===== src/hdl/mcr_pkg.sv =====
// Shared types, constants and the microcode table of the circle rasterizer.
`timescale 1ns / 1ps

package mcr_pkg;

  // Output coordinate width, fixed by the pixel word format
  localparam int PIX_W = 15;

  // Microprogram counter width
  localparam int PC_W = 4;

  // Datapath operations, one per control word
  typedef enum logic [2:0] {
    OP_WAIT,
    OP_DIFF,
    OP_SQX,
    OP_SQY,
    OP_ROOT,
    OP_INIT,
    OP_EMIT
  } op_e;

  // Sequencing of the step counter
  typedef enum logic [1:0] {
    JC_NEXT,
    JC_GOTO,
    JC_LOOP,
    JC_DISPATCH
  } jc_e;

  // One control word of the microprogram
  typedef struct packed {
    op_e            op;
    logic [2:0]     pix;
    jc_e            jc;
    logic [PC_W-1:0] target;
  } uword_t;

  // Control from sequencer to datapath
  typedef struct packed {
    op_e        op;
    logic [2:0] pix;
    logic       fire;
  } ctrl_t;

  // Status from datapath to sequencer
  typedef struct packed {
    logic active;
    logic root_last;
    logic out_busy;
  } stat_t;

  // Microprogram addresses
  localparam logic [PC_W-1:0] UPC_IDLE = 4'd0;
  localparam logic [PC_W-1:0] UPC_DIFF = 4'd1;
  localparam logic [PC_W-1:0] UPC_SQX  = 4'd2;
  localparam logic [PC_W-1:0] UPC_SQY  = 4'd3;
  localparam logic [PC_W-1:0] UPC_ROOT = 4'd4;
  localparam logic [PC_W-1:0] UPC_INIT = 4'd5;
  localparam logic [PC_W-1:0] UPC_PIX0 = 4'd6;
  localparam logic [PC_W-1:0] UPC_PIX1 = 4'd7;
  localparam logic [PC_W-1:0] UPC_PIX2 = 4'd8;
  localparam logic [PC_W-1:0] UPC_PIX3 = 4'd9;
  localparam logic [PC_W-1:0] UPC_PIX4 = 4'd10;
  localparam logic [PC_W-1:0] UPC_PIX5 = 4'd11;
  localparam logic [PC_W-1:0] UPC_PIX6 = 4'd12;
  localparam logic [PC_W-1:0] UPC_PIX7 = 4'd13;

  // Octant codes: bit 0 negates the column part, bit 1 the row part, bit 2 swaps x and y
  localparam logic [2:0] OCT_0 = 3'd0;
  localparam logic [2:0] OCT_1 = 3'd1;
  localparam logic [2:0] OCT_2 = 3'd2;
  localparam logic [2:0] OCT_3 = 3'd3;
  localparam logic [2:0] OCT_4 = 3'd4;
  localparam logic [2:0] OCT_5 = 3'd5;
  localparam logic [2:0] OCT_6 = 3'd6;
  localparam logic [2:0] OCT_7 = 3'd7;

  // Microcode ROM
  function automatic uword_t ucode(input logic [PC_W-1:0] pc);
    uword_t w;
    w = '{op: OP_WAIT, pix: OCT_0, jc: JC_GOTO, target: UPC_IDLE};
    unique case (pc)
      UPC_IDLE: w = '{op: OP_WAIT, pix: OCT_0, jc: JC_DISPATCH, target: UPC_DIFF};
      UPC_DIFF: w = '{op: OP_DIFF, pix: OCT_0, jc: JC_NEXT,     target: UPC_IDLE};
      UPC_SQX:  w = '{op: OP_SQX,  pix: OCT_0, jc: JC_NEXT,     target: UPC_IDLE};
      UPC_SQY:  w = '{op: OP_SQY,  pix: OCT_0, jc: JC_NEXT,     target: UPC_IDLE};
      UPC_ROOT: w = '{op: OP_ROOT, pix: OCT_0, jc: JC_LOOP,     target: UPC_ROOT};
      UPC_INIT: w = '{op: OP_INIT, pix: OCT_0, jc: JC_GOTO,     target: UPC_IDLE};
      UPC_PIX0: w = '{op: OP_EMIT, pix: OCT_0, jc: JC_NEXT,     target: UPC_IDLE};
      UPC_PIX1: w = '{op: OP_EMIT, pix: OCT_1, jc: JC_NEXT,     target: UPC_IDLE};
      UPC_PIX2: w = '{op: OP_EMIT, pix: OCT_2, jc: JC_NEXT,     target: UPC_IDLE};
      UPC_PIX3: w = '{op: OP_EMIT, pix: OCT_3, jc: JC_NEXT,     target: UPC_IDLE};
      UPC_PIX4: w = '{op: OP_EMIT, pix: OCT_4, jc: JC_NEXT,     target: UPC_IDLE};
      UPC_PIX5: w = '{op: OP_EMIT, pix: OCT_5, jc: JC_NEXT,     target: UPC_IDLE};
      UPC_PIX6: w = '{op: OP_EMIT, pix: OCT_6, jc: JC_NEXT,     target: UPC_IDLE};
      UPC_PIX7: w = '{op: OP_EMIT, pix: OCT_7, jc: JC_GOTO,     target: UPC_IDLE};
      default:  w = '{op: OP_WAIT, pix: OCT_0, jc: JC_GOTO,     target: UPC_IDLE};
    endcase
    return w;
  endfunction

endpackage


===== src/hdl/mcr_if.sv =====
// Valid/ready channel interfaces for command words and pixel words.
`timescale 1ns / 1ps

interface mcr_in_if #(
  parameter int COORD_BITS = 13
);
  logic                         valid;
  logic                         ready;
  logic                         cmd;
  logic signed [COORD_BITS-1:0] center_x;
  logic signed [COORD_BITS-1:0] center_y;
  logic signed [COORD_BITS-1:0] edge_x;
  logic signed [COORD_BITS-1:0] edge_y;

  modport source (
    output valid, cmd, center_x, center_y, edge_x, edge_y,
    input  ready
  );

  modport sink (
    input  valid, cmd, center_x, center_y, edge_x, edge_y,
    output ready
  );
endinterface

interface mcr_out_if;
  import mcr_pkg::*;

  logic                    valid;
  logic                    ready;
  logic signed [PIX_W-1:0] pixel_x;
  logic signed [PIX_W-1:0] pixel_y;
  logic                    run_last;
  logic                    circle_done;

  modport source (
    output valid, pixel_x, pixel_y, run_last, circle_done,
    input  ready
  );

  modport sink (
    input  valid, pixel_x, pixel_y, run_last, circle_done,
    output ready
  );
endinterface


===== src/hdl/mcr_sequencer.sv =====
// Microprogram sequencer: step counter, control word fetch and jumps.
`timescale 1ns / 1ps

module mcr_sequencer (
  input  logic            clk_i,
  input  logic            rst_ni,
  input  logic            in_valid_i,
  input  logic            in_cmd_i,
  input  mcr_pkg::stat_t  stat_i,
  output logic            in_ready_o,
  output mcr_pkg::ctrl_t  ctrl_o
);
  import mcr_pkg::*;

  logic [PC_W-1:0] pc_q, pc_d;
  uword_t          uw;
  logic            fire;

  // Fetch the control word of the current step
  assign uw = ucode(pc_q);

  assign in_ready_o = (uw.op == OP_WAIT);

  // Hold a step until its handshake or output slot allows it
  always_comb begin
    unique case (uw.op)
      OP_WAIT: fire = in_valid_i;
      OP_EMIT: fire = !stat_i.out_busy;
      default: fire = 1'b1;
    endcase
  end

  assign ctrl_o = '{op: uw.op, pix: uw.pix, fire: fire};

  // Advance or jump
  always_comb begin
    pc_d = pc_q;
    if (fire) begin
      unique case (uw.jc)
        JC_NEXT: pc_d = pc_q + PC_W'(1);
        JC_GOTO: pc_d = uw.target;
        JC_LOOP: pc_d = stat_i.root_last ? pc_q + PC_W'(1) : uw.target;
        JC_DISPATCH: begin
          if (!in_cmd_i) begin
            pc_d = uw.target;
          end else if (stat_i.active) begin
            pc_d = UPC_PIX0;
          end else begin
            pc_d = UPC_IDLE;
          end
        end
        default: pc_d = UPC_IDLE;
      endcase
    end
  end

  always_ff @(posedge clk_i or negedge rst_ni) begin
    if (!rst_ni) begin
      pc_q <= UPC_IDLE;
    end else begin
      pc_q <= pc_d;
    end
  end

endmodule


===== src/hdl/mcr_datapath.sv =====
// Datapath: operand registers, shared squarer, root iteration, octant pixel adders.
`timescale 1ns / 1ps

module mcr_datapath #(
  parameter int COORD_BITS = 13
) (
  input  logic                              clk_i,
  input  logic                              rst_ni,
  input  mcr_pkg::ctrl_t                    ctrl_i,
  input  logic                              in_cmd_i,
  input  logic signed [COORD_BITS-1:0]      center_x_i,
  input  logic signed [COORD_BITS-1:0]      center_y_i,
  input  logic signed [COORD_BITS-1:0]      edge_x_i,
  input  logic signed [COORD_BITS-1:0]      edge_y_i,
  input  logic                              out_ready_i,
  output logic                              out_valid_o,
  output logic signed [mcr_pkg::PIX_W-1:0]  pixel_x_o,
  output logic signed [mcr_pkg::PIX_W-1:0]  pixel_y_o,
  output logic                              run_last_o,
  output logic                              circle_done_o,
  output mcr_pkg::stat_t                    stat_o
);
  import mcr_pkg::*;

  localparam int DW   = COORD_BITS + 1;
  localparam int SQW  = 2 * DW + 1;
  localparam int SQE  = SQW + (SQW % 2);
  localparam int HW   = SQE / 2;
  localparam int OW   = HW + 1;
  localparam int DECW = OW + 4;
  localparam int SUMW = (OW + 1 > PIX_W) ? OW + 1 : PIX_W;

  // Latched command operands
  logic signed [COORD_BITS-1:0] cx_q, cy_q, ex_q, ey_q;
  logic signed [DW-1:0]         dx_q, dy_q;

  // Root state
  logic [SQE-1:0] n_q, res_q, bit_q;

  // Circle state
  logic                  active_q;
  logic signed [OW-1:0]  x_q, y_q;
  logic signed [DECW-1:0] d_q;

  // Output register
  logic                    out_valid_q;
  logic signed [PIX_W-1:0] pixel_x_q, pixel_y_q;
  logic                    run_last_q, circle_done_q;

  logic do_op;
  assign do_op = ctrl_i.fire;

  // Shared squarer
  logic signed [DW-1:0]   mul_a;
  logic signed [2*DW-1:0] mul_p;
  logic [SQE-1:0]         sq_term;

  assign mul_a   = (ctrl_i.op == OP_SQX) ? dx_q : dy_q;
  assign mul_p   = mul_a * mul_a;
  assign sq_term = SQE'($unsigned(mul_p));

  // Root trial subtract
  logic [SQE:0] trial;
  logic         take;

  assign trial = {1'b0, res_q} + {1'b0, bit_q};
  assign take  = ({1'b0, n_q} >= trial);

  // Decision update
  logic signed [DECW-1:0] x_e, y_e, d_nxt;
  logic signed [OW-1:0]   x_nxt, y_nxt;
  logic                   done_nxt;

  assign x_e   = DECW'(x_q);
  assign y_e   = DECW'(y_q);
  assign x_nxt = x_q + OW'(1);

  always_comb begin
    if (!d_q[DECW-1]) begin
      d_nxt = d_q + ((x_e - y_e) <<< 2) + DECW'(10);
      y_nxt = y_q - OW'(1);
    end else begin
      d_nxt = d_q + (x_e <<< 2) + DECW'(6);
      y_nxt = y_q;
    end
  end

  assign done_nxt = (x_nxt > y_nxt);

  // Octant pixel
  logic signed [OW-1:0]   a_part, b_part;
  logic signed [SUMW-1:0] cx_e, cy_e, a_e, b_e, px, py;

  assign a_part = ctrl_i.pix[2] ? y_q : x_q;
  assign b_part = ctrl_i.pix[2] ? x_q : y_q;
  assign cx_e   = SUMW'(cx_q);
  assign cy_e   = SUMW'(cy_q);
  assign a_e    = SUMW'(a_part);
  assign b_e    = SUMW'(b_part);
  assign px     = ctrl_i.pix[0] ? cx_e - a_e : cx_e + a_e;
  assign py     = ctrl_i.pix[1] ? cy_e - b_e : cy_e + b_e;

  logic emit, emit_last;
  assign emit      = do_op && (ctrl_i.op == OP_EMIT);
  assign emit_last = emit && (ctrl_i.pix == OCT_7);

  // Operand and root registers
  always_ff @(posedge clk_i) begin
    if (do_op) begin
      unique case (ctrl_i.op)
        OP_WAIT: begin
          if (!in_cmd_i) begin
            cx_q <= center_x_i;
            cy_q <= center_y_i;
            ex_q <= edge_x_i;
            ey_q <= edge_y_i;
          end
        end
        OP_DIFF: begin
          dx_q <= DW'(ex_q) - DW'(cx_q);
          dy_q <= DW'(ey_q) - DW'(cy_q);
        end
        OP_SQX: begin
          n_q <= sq_term;
        end
        OP_SQY: begin
          n_q   <= n_q + sq_term;
          res_q <= '0;
          bit_q <= {2'b01, {(SQE-2){1'b0}}};
        end
        OP_ROOT: begin
          if (take) begin
            n_q   <= n_q - trial[SQE-1:0];
            res_q <= (res_q >> 1) + bit_q;
          end else begin
            res_q <= res_q >> 1;
          end
          bit_q <= bit_q >> 2;
        end
        default: ;
      endcase
    end
  end

  // Circle state: load on init, advance after the eighth pixel
  always_ff @(posedge clk_i) begin
    if (do_op && ctrl_i.op == OP_INIT) begin
      x_q <= '0;
      y_q <= OW'(res_q[HW-1:0]);
      d_q <= DECW'(3) - (DECW'(res_q[HW-1:0]) <<< 1);
    end else if (emit_last) begin
      x_q <= x_nxt;
      y_q <= y_nxt;
      d_q <= d_nxt;
    end
  end

  always_ff @(posedge clk_i or negedge rst_ni) begin
    if (!rst_ni) begin
      active_q <= 1'b0;
    end else if (do_op && ctrl_i.op == OP_INIT) begin
      active_q <= 1'b1;
    end else if (emit_last && done_nxt) begin
      active_q <= 1'b0;
    end
  end

  // Output word register
  always_ff @(posedge clk_i) begin
    if (emit) begin
      pixel_x_q     <= px[PIX_W-1:0];
      pixel_y_q     <= py[PIX_W-1:0];
      run_last_q    <= emit_last;
      circle_done_q <= emit_last && done_nxt;
    end
  end

  always_ff @(posedge clk_i or negedge rst_ni) begin
    if (!rst_ni) begin
      out_valid_q <= 1'b0;
    end else if (emit) begin
      out_valid_q <= 1'b1;
    end else if (out_ready_i) begin
      out_valid_q <= 1'b0;
    end
  end

  assign out_valid_o   = out_valid_q;
  assign pixel_x_o     = pixel_x_q;
  assign pixel_y_o     = pixel_y_q;
  assign run_last_o    = run_last_q;
  assign circle_done_o = circle_done_q;

  assign stat_o = '{
    active:    active_q,
    root_last: bit_q[0],
    out_busy:  out_valid_q && !out_ready_i
  };

endmodule


===== src/hdl/midpoint_circle_rasterizer.sv =====
// Start word: after acceptance, the setup steps (difference, x square, y square), the root loop and init.
// Step word: after acceptance, 8 pixel words follow, one per cycle while the output does not stall.
// The first pixel step loads the first pixel word into the output register; output stalls hold the
// microprogram on the pending pixel step. Start and step rates are set by the root loop and
// the single output register. Reset clears the step counter, the circle flag and output valid.
`timescale 1ns / 1ps

module midpoint_circle_rasterizer #(
  parameter int COORD_BITS = 13
) (
  input  logic      clk_i,
  input  logic      rst_ni,
  mcr_in_if.sink    in_i,
  mcr_out_if.source out_o
);
  import mcr_pkg::*;

  ctrl_t ctrl;
  stat_t stat;

  // Microprogram sequencer
  mcr_sequencer u_seq (
    .clk_i      (clk_i),
    .rst_ni     (rst_ni),
    .in_valid_i (in_i.valid),
    .in_cmd_i   (in_i.cmd),
    .stat_i     (stat),
    .in_ready_o (in_i.ready),
    .ctrl_o     (ctrl)
  );

  // Datapath
  mcr_datapath #(
    .COORD_BITS (COORD_BITS)
  ) u_dp (
    .clk_i         (clk_i),
    .rst_ni        (rst_ni),
    .ctrl_i        (ctrl),
    .in_cmd_i      (in_i.cmd),
    .center_x_i    (in_i.center_x),
    .center_y_i    (in_i.center_y),
    .edge_x_i      (in_i.edge_x),
    .edge_y_i      (in_i.edge_y),
    .out_ready_i   (out_o.ready),
    .out_valid_o   (out_o.valid),
    .pixel_x_o     (out_o.pixel_x),
    .pixel_y_o     (out_o.pixel_y),
    .run_last_o    (out_o.run_last),
    .circle_done_o (out_o.circle_done),
    .stat_o        (stat)
  );

endmodule


===== src/flat_wrapper.sv =====
// flat-port wrapper written by rule: the top's interface ports become plain ports
module midpoint_circle_rasterizer_flat import mcr_pkg::*;
#(
  parameter int COORD_BITS = 13
)
  (clk_i, rst_ni, in_i_valid, in_i_cmd, in_i_center_x, in_i_center_y, in_i_edge_x, in_i_edge_y, in_i_ready, out_o_valid, out_o_pixel_x, out_o_pixel_y, out_o_run_last, out_o_circle_done, out_o_ready);
  mcr_in_if #(.COORD_BITS(COORD_BITS)) in_i_i ();
  mcr_out_if out_o_i ();
  input  logic clk_i;
  input  logic rst_ni;
  input wire logic [$bits(in_i_i.valid)-1:0] in_i_valid;
  input wire logic [$bits(in_i_i.cmd)-1:0] in_i_cmd;
  input wire logic [$bits(in_i_i.center_x)-1:0] in_i_center_x;
  input wire logic [$bits(in_i_i.center_y)-1:0] in_i_center_y;
  input wire logic [$bits(in_i_i.edge_x)-1:0] in_i_edge_x;
  input wire logic [$bits(in_i_i.edge_y)-1:0] in_i_edge_y;
  output wire logic [$bits(in_i_i.ready)-1:0] in_i_ready;
  output wire logic [$bits(out_o_i.valid)-1:0] out_o_valid;
  output wire logic [$bits(out_o_i.pixel_x)-1:0] out_o_pixel_x;
  output wire logic [$bits(out_o_i.pixel_y)-1:0] out_o_pixel_y;
  output wire logic [$bits(out_o_i.run_last)-1:0] out_o_run_last;
  output wire logic [$bits(out_o_i.circle_done)-1:0] out_o_circle_done;
  input wire logic [$bits(out_o_i.ready)-1:0] out_o_ready;
  assign in_i_i.valid = in_i_valid;
  assign in_i_i.cmd = in_i_cmd;
  assign in_i_i.center_x = in_i_center_x;
  assign in_i_i.center_y = in_i_center_y;
  assign in_i_i.edge_x = in_i_edge_x;
  assign in_i_i.edge_y = in_i_edge_y;
  assign in_i_ready = in_i_i.ready;
  assign out_o_valid = out_o_i.valid;
  assign out_o_pixel_x = out_o_i.pixel_x;
  assign out_o_pixel_y = out_o_i.pixel_y;
  assign out_o_run_last = out_o_i.run_last;
  assign out_o_circle_done = out_o_i.circle_done;
  assign out_o_i.ready = out_o_ready;
  midpoint_circle_rasterizer #(.COORD_BITS(COORD_BITS)) u_core (.clk_i(clk_i), .rst_ni(rst_ni), .in_i(in_i_i), .out_o(out_o_i));
endmodule

===== config.mk =====
export PLATFORM = sky130hd
export DESIGN_NAME = midpoint_circle_rasterizer_flat
export DESIGN_NICKNAME = d
export VERILOG_FILES = /design/src/hdl/mcr_pkg.sv /design/src/hdl/mcr_if.sv /design/src/hdl/mcr_sequencer.sv /design/src/hdl/mcr_datapath.sv /design/src/hdl/midpoint_circle_rasterizer.sv /design/src/flat_wrapper.sv
export SDC_FILE = /design/constraint.sdc
export NUM_CORES = 1
export LEC_CHECK = 0
export BUFFER_PORTS_ARGS = -buffer_cell sky130_fd_sc_hd__buf_2
export CORE_UTILIZATION = 25
export DETAILED_ROUTE_END_ITERATION = 10
export GPL_TIMING_DRIVEN = 0
export RECOVER_POWER = 50
export SETUP_SLACK_MARGIN = 0.4
export SLEW_MARGIN = 10
export SYNTH_ARGS = -nofsm -noshare
export SYNTH_HDL_FRONTEND = slang
export SYNTH_SLANG_ARGS = --single-unit

===== constraint.sdc =====
create_clock -name clk_i -period 22.9 [get_ports clk_i]
set_clock_uncertainty 0.1 [all_clocks]
set_input_delay 4.58 -clock clk_i [delete_from_list [all_inputs] [get_ports clk_i]]
set_output_delay 4.58 -clock clk_i [all_outputs]
set_load 0.005 [all_outputs]

# ---- Yosys cells after proc, flatten, opt, wreduce, memory -nomap -nowiden
# Memories as Yosys holds them, arrays and structs flattened.
# Index checks and enable logic that the tools add are counted.
dict set report word_totals {
  out_inout_bits 34
  register_bits 260
  in_bits 57
  rom_bits 160
  memories 1
  word_cells 98
}
# name words word_bits read_ports rd_ports_with_merged_regs write_ports line
set memory_table {}
lappend memory_table {{(name not given)} 16 10 1 0 0 mcr_pkg.sv:83} ;# unique case (pc)
dict set report classes {
  n_addsub 19
  n_reduce_logical 18
  mul 1
  n_mux 25
  n_bitwise 1
  magnitude_cmp 2
  n_eq_ne 11
}
# cell count
set ops {}
lappend ops {{$pmux 30 s2} 2}
lappend ops {{$mux 15} 6}
lappend ops {{$pmux 30 s3} 1}
lappend ops {{$mux 20} 3}
lappend ops {{$mux 30} 2}
lappend ops {{$add 30x30->31} 1}
lappend ops {{$ge 30x31->1} 1}
lappend ops {{$add 13x15->15} 2}
lappend ops {{$add 29x30->30} 1}
lappend ops {{$add 30x28->30} 1}
lappend ops {{$sub 13x15->15} 2}
lappend ops {{$sub 30x30->30} 1}
lappend ops {{$mul 14x14->28} 1}
lappend ops {{$sub 13x13->14} 2}
lappend ops {{$add 20x18->20} 1}
lappend ops {{$add 20x19->20} 1}
lappend ops {{$add 20x4->20 const B} 1}
lappend ops {{$add 20x5->20 const B} 1}
lappend ops {{$sub 16x16->17} 1}
lappend ops {{$sub 2x16->17 const A} 1}
lappend ops {{$add 16x2->16 const B} 1}
lappend ops {{$gt 16x16->1} 1}
lappend ops {{$mux 16} 1}
lappend ops {{$pmux 4 s4} 1}
lappend ops {{22 further kinds} 41}

# ---- Logic depth before layout (Yosys ltp)
dict set report logic_depth {
  ltp_word 9
  mapped_depth 41
  ltp_nobuf 39
}

# ---- Modules after synthesis
# A second synthesis with hierarchy kept.
dict set report unflattened {
  cells_unflattened 3046
  area_unflattened_um2 27706.6
}
# module cells_per_inst seq_area_each_um2 n_inst area_per_inst_um2
set by_module_without_submodules {}
lappend by_module_without_submodules {mcr_datapath 2983 7026.7 1 27214.9}
lappend by_module_without_submodules {mcr_sequencer 63 100.1 1 491.7}

# ---- Worst setup path before layout
# Ideal clock, no wire load.
dict set report synth_timing {
  path_type {reg2reg}
  from {register u_core.u_seq.pc_q[2]}
  to {register u_core.u_dp.n_q[27] (data pin)}
  arrival_ns 9.898
  setup_ns 0.267
  path_buffers 2
  t_required_ns 22.533
  synth_period_minus_slack_ns 10.266
  path_stages_with_launch 41
  slack_ns 12.634
  cell_sequence {dfrtp_1 nor4b_2 buf_4 clkbuf_1 mux2i_1 clkinv_1 nand2_1 inv_1 fa_1 inv_1 fa_1 inv_1 fa_1 fa_1 fa_1 inv_1 fa_1 inv_1 [... 5 more ...] xor2_1 nor4_1 nand4bb_1 nor2_1 nand2_1 xor2_1 o21ai_1 ha_1 a21o_1 a21oi_1 nor2b_1 o21ai_0 nand2b_1 a21oi_1 o31ai_1 a31oi_1 xor2_1 mux2i_1}
}
dict set report synth_between {
  elab_chain_cells 6
  elab_cells_between_ends 8
  cone_classes {add/sub (1); mul (1); eq/ne (3); mux (2); memory (1)}
}
# element line
set synth_rtl {}
lappend synth_rtl {{start, declared} mcr_sequencer.sv:15} ;# logic [PC_W-1:0] pc_q, pc_d;
lappend synth_rtl {{start signal, assigned} mcr_sequencer.sv:61} ;# pc_q <= pc_d;
lappend synth_rtl {{$mem_v2 16x10 *} --}
lappend synth_rtl {{$eq 3x2->1} {mcr_datapath.sv:58, mcr_datapath.sv:110}}
lappend synth_rtl {{$mux 14} mcr_datapath.sv:58} ;# assign mul_a = (ctrl_i.op == OP_SQX) ? dx_q : dy_q;
lappend synth_rtl {{$mul 14x14->28} mcr_datapath.sv:59} ;# assign mul_p = mul_a * mul_a;
lappend synth_rtl {{$add 30x28->30} mcr_datapath.sv:127} ;# n_q <= n_q + sq_term;
lappend synth_rtl {{$pmux 30 s3 *} mcr_datapath.sv:110} ;# unique case (ctrl_i.op)
lappend synth_rtl {{end signal, assigned} mcr_datapath.sv:124} ;# n_q <= sq_term;
lappend synth_rtl {{end signal, assigned} mcr_datapath.sv:127}
lappend synth_rtl {{end signal, assigned} mcr_datapath.sv:133} ;# n_q <= n_q - trial[SQE-1:0];
lappend synth_rtl {{end, declared} mcr_datapath.sv:38} ;# logic [SQE-1:0] n_q, res_q, bit_q;
# Mark *: on every way between the ends. The rest lies on a longest branch, timed or not.
# A chain may end at the register's enable or synchronous reset.

# ---- Worst setup path after layout
dict set report layout_timing {
  from {register u_core.u_seq.pc_q[1]}
  to {register u_core.u_dp.n_q[29] (data pin)}
}
# The elaborated chain is that of the path after synthesis.

==> results.md <==
- Total grt overflow: 0
- Post-synth EDFFs: 221
- Seq cells post-synth: 244
- Outcome: finished, violations left
- Post-route setup TNS: 0 ns
- Storage cell area: 7127 µm²
- Via density: approximately 4.8
- Final hold vios: 0
- Vias in the first global route: 21,971
- Layout fillers: between 10,000 and 15,000
- DRT iter0 DRCs: 1,343
- Syn_area_per_cell: 9.125 µm²
- Reg2Reg Setup Slack: about 11 ns
- Max-Cap Viols: 2
- Unrepaired setup endpoints after global routing: no
- CTS max path bufs: 3
- Initial Utilization: 25.18%
- Worst Reg-to-Reg Cells: 36
- Worst reg2reg endpoint: u_core.u_dp.n_q[29]
- HP Class: reg2reg
- Slew headroom: -111.0%
- Net count after synthesis: 3,564
- Core area: 108,700 µm²
- Failing checks: max-capacitance violations, max-slew violations
- Slowest cell on crit path: mux2i_1
- Clock-pin slew on the worst setup and hold paths: approximately 0.06 ns
- RePlAce Congestion: 0.8757
- Worst min-delay path endpoint: u_core.u_dp.y_q[15]
- HP Start: u_core.u_dp.y_q[15]
- Crit Path Category: reg2reg
- Number of core rows: 121
- Post_cts resized: 0
- Ports: 91
- Achievable Freq: 0.08066 GHz
- Largest net degree at the start of global routing: 55
- Endpoints failing setup: 0
- Period minus WS final: ~12 ns
- Final WL: roughly 75 mm
- CTS tree: built
- Mapped cell area: 27,380 µm²
- Largest stage delay on the critical path: 1.11 ns
- Vias: 21,879
- Max-slew violations: 86
- Post-synth ARST share: approximately 2.5%
- Area of the multi-input gates: 18,540 µm²
- Post-CTS setup repair buffer count: 0
- Final period util: a little over half
- Worst-skew pair later-pin latency: 0.59 ns
- Worst endpoint required time: 23.13 ns
- ANT nets after route: 0
- RR Startpoint: u_core.u_seq.pc_q[1]
- Post-DP HPWL: ~60 mm
- Area grow syn2layout: 12.10%
- Final Net Count: 3,696
- Number of hold-repair buffers added at the cts stage: 0
- Seq/Total Area, Yosys: 26.03%
- Most common cell after layout, fill and taps aside: inv_1
- GRT Resource Usage Total: 13.35%
- Actual slew at the worst max-slew pin: 3.165 ns
- Die X-Extent: 332.9 µm
- CTS sink count: 244
- Clock Tree Root: clkbuf_16
- H-tree levels: 1
- Most used DFF post-synth: edfxtp_1
- Syn Inst Count: 3,000
- Buffers on Ports: 90
- Hold Path Depth: 2
- Die H: 332.9 µm
- Router iterations before antenna repair: 5
- Distinct cells, synth: 93
- CP Capture Type: flip-flop
- Share of layout cells above drive strength 1: ~6.8%
- Max FO, Critical Path: 10
- Initial antenna violation count: 1
- Critical path launch point type: flip-flop
- Arr. time, crit path: 12.63 ns
- WL per Instance: 16.36 µm
- CP dominant cell by count: fa_1
- CTS Buf Count: 29
- # DRC: 0
- Yosys warns: 0
- Die ar.: approximately 110,000 µm²
- Most frequent cells in the layout: 364 x inv_1, 326 x ha_1, 265 x nor2_1, 240 x nand2_1, 221 x edfxtp_1
- First-pass GRT wire length: between 100 and 150 mm
## flip-flops by register name, summed over array words and instances (netlist names), 4 cells and up
signal,count
u_core.u_dp.x_q,16
u_core.u_dp.ex_q,13
u_core.u_dp.cy_q,13
u_core.u_dp.pixel_y_o,15
u_core.u_dp.res_q,30
u_core.u_dp.pixel_x_o,15
u_core.u_dp.bit_q,15
u_core.u_dp.d_q,19
u_core.u_dp.y_q,16
u_core.u_seq.pc_q,4
u_core.u_dp.n_q,30
u_core.u_dp.dy_q,14
u_core.u_dp.cx_q,13
u_core.u_dp.dx_q,14
u_core.u_dp.ey_q,13
## through the flow
stage | setup slack, ns | cell area [µm²] | hold slack, ns | instances | util [%]
6_report | 10.50 | 30690 | 0.4118 | 4570 | 28.23
5_1_grt | 9.713 | 30690 | 0.4456 | 4570 | 28.23
4_1_cts | 10.25 | 30730 | 0.4144 | 4569 | 28.27
3_5_place_dp | 10.27 | 29780 | 0.4070 | 4515 | 27.39
3_3_place_gp | 10.30 | 29600 | 0.4079 | 4504 | 27.23
2_1_floorplan | 12.63 | 27380 | 0.3757 | 3000 | -
## kinds of logic after synthesis
family	count (synthesis)	share of synthesized area [%]
AND/OR/NAND/NOR	832	14.24
AO/OA/AOI/OAI	639	14.72
adder cells (fa/ha/maj)	507	28.14
buffers and inverters	462	6.357
XOR/XNOR	258	8.309
flip-flops	244	26.03
multiplexers	58	2.207
## worst max-delay path: cells and delay by family, from the launching register on
family	cells	cell delay (ns)
AOI/OAI and AO/OA	11	2.64
buffers and inverters	7	1.92
muxes	2	1.40
and+or+nand+nor	8	1.89
DFF	1	0.52
adders and majority gates	8	3.65
## worst max path at each step
stage / start / end / slack [ns]
floorplan: u_core.u_seq.pc_q[2] / u_core.u_dp.n_q[27] / 12.63
global placement: u_core.u_seq.pc_q[1] / u_core.u_dp.n_q[29] / 10.30
detailed placement: u_core.u_seq.pc_q[1] / u_core.u_dp.n_q[29] / 10.27
CTS: u_core.u_seq.pc_q[1] / u_core.u_dp.n_q[29] / 10.25
global route: u_core.u_seq.pc_q[1] / u_core.u_dp.n_q[25] / 9.71
finish: u_core.u_seq.pc_q[1] / u_core.u_dp.n_q[29] / 10.50
## Yosys cell counts, types with 61 or more instances
library cell	n	area, µm²
nor3_1	71	355.3
inv_1	364	1366
xnor2_1	138	1209
o21ai_0	178	890.9
ha_1	326	4079
nand2_1	240	900.9
nor2_1	265	994.7
clkbuf_1	78	292.8
edfxtp_1	221	6636
a21oi_1	163	815.8
xor2_1	118	1033
a21o_1	61	457.9
fa_1	181	3623
## cell type report
type / count / area share (%)
clock buffers: 46 / 2.833
repair buffers: 101 / 1.826
flip-flops and latches: 244 / 23.22
multi-input cells: 2294 / 60.40
inverters: 369 / 4.513
well taps: 1414 / 5.765
clock inverters: 8 / 0.2691
plain buffers: 93 / 1.158
diodes: 1 / 0.008154
## metal layers
layer	track usage, %	wire, µm	vias up
met4	3.343	1651	0
li1	-	-	10676
met2	22.11	34460	510
met3	1.737	3803	84
met5	0	0	-
met1	18.25	34840	10609
Power is left out: the tool's default activity adds up to more than one toggle a clock period on the data nets, which glitch-free logic cannot reach.
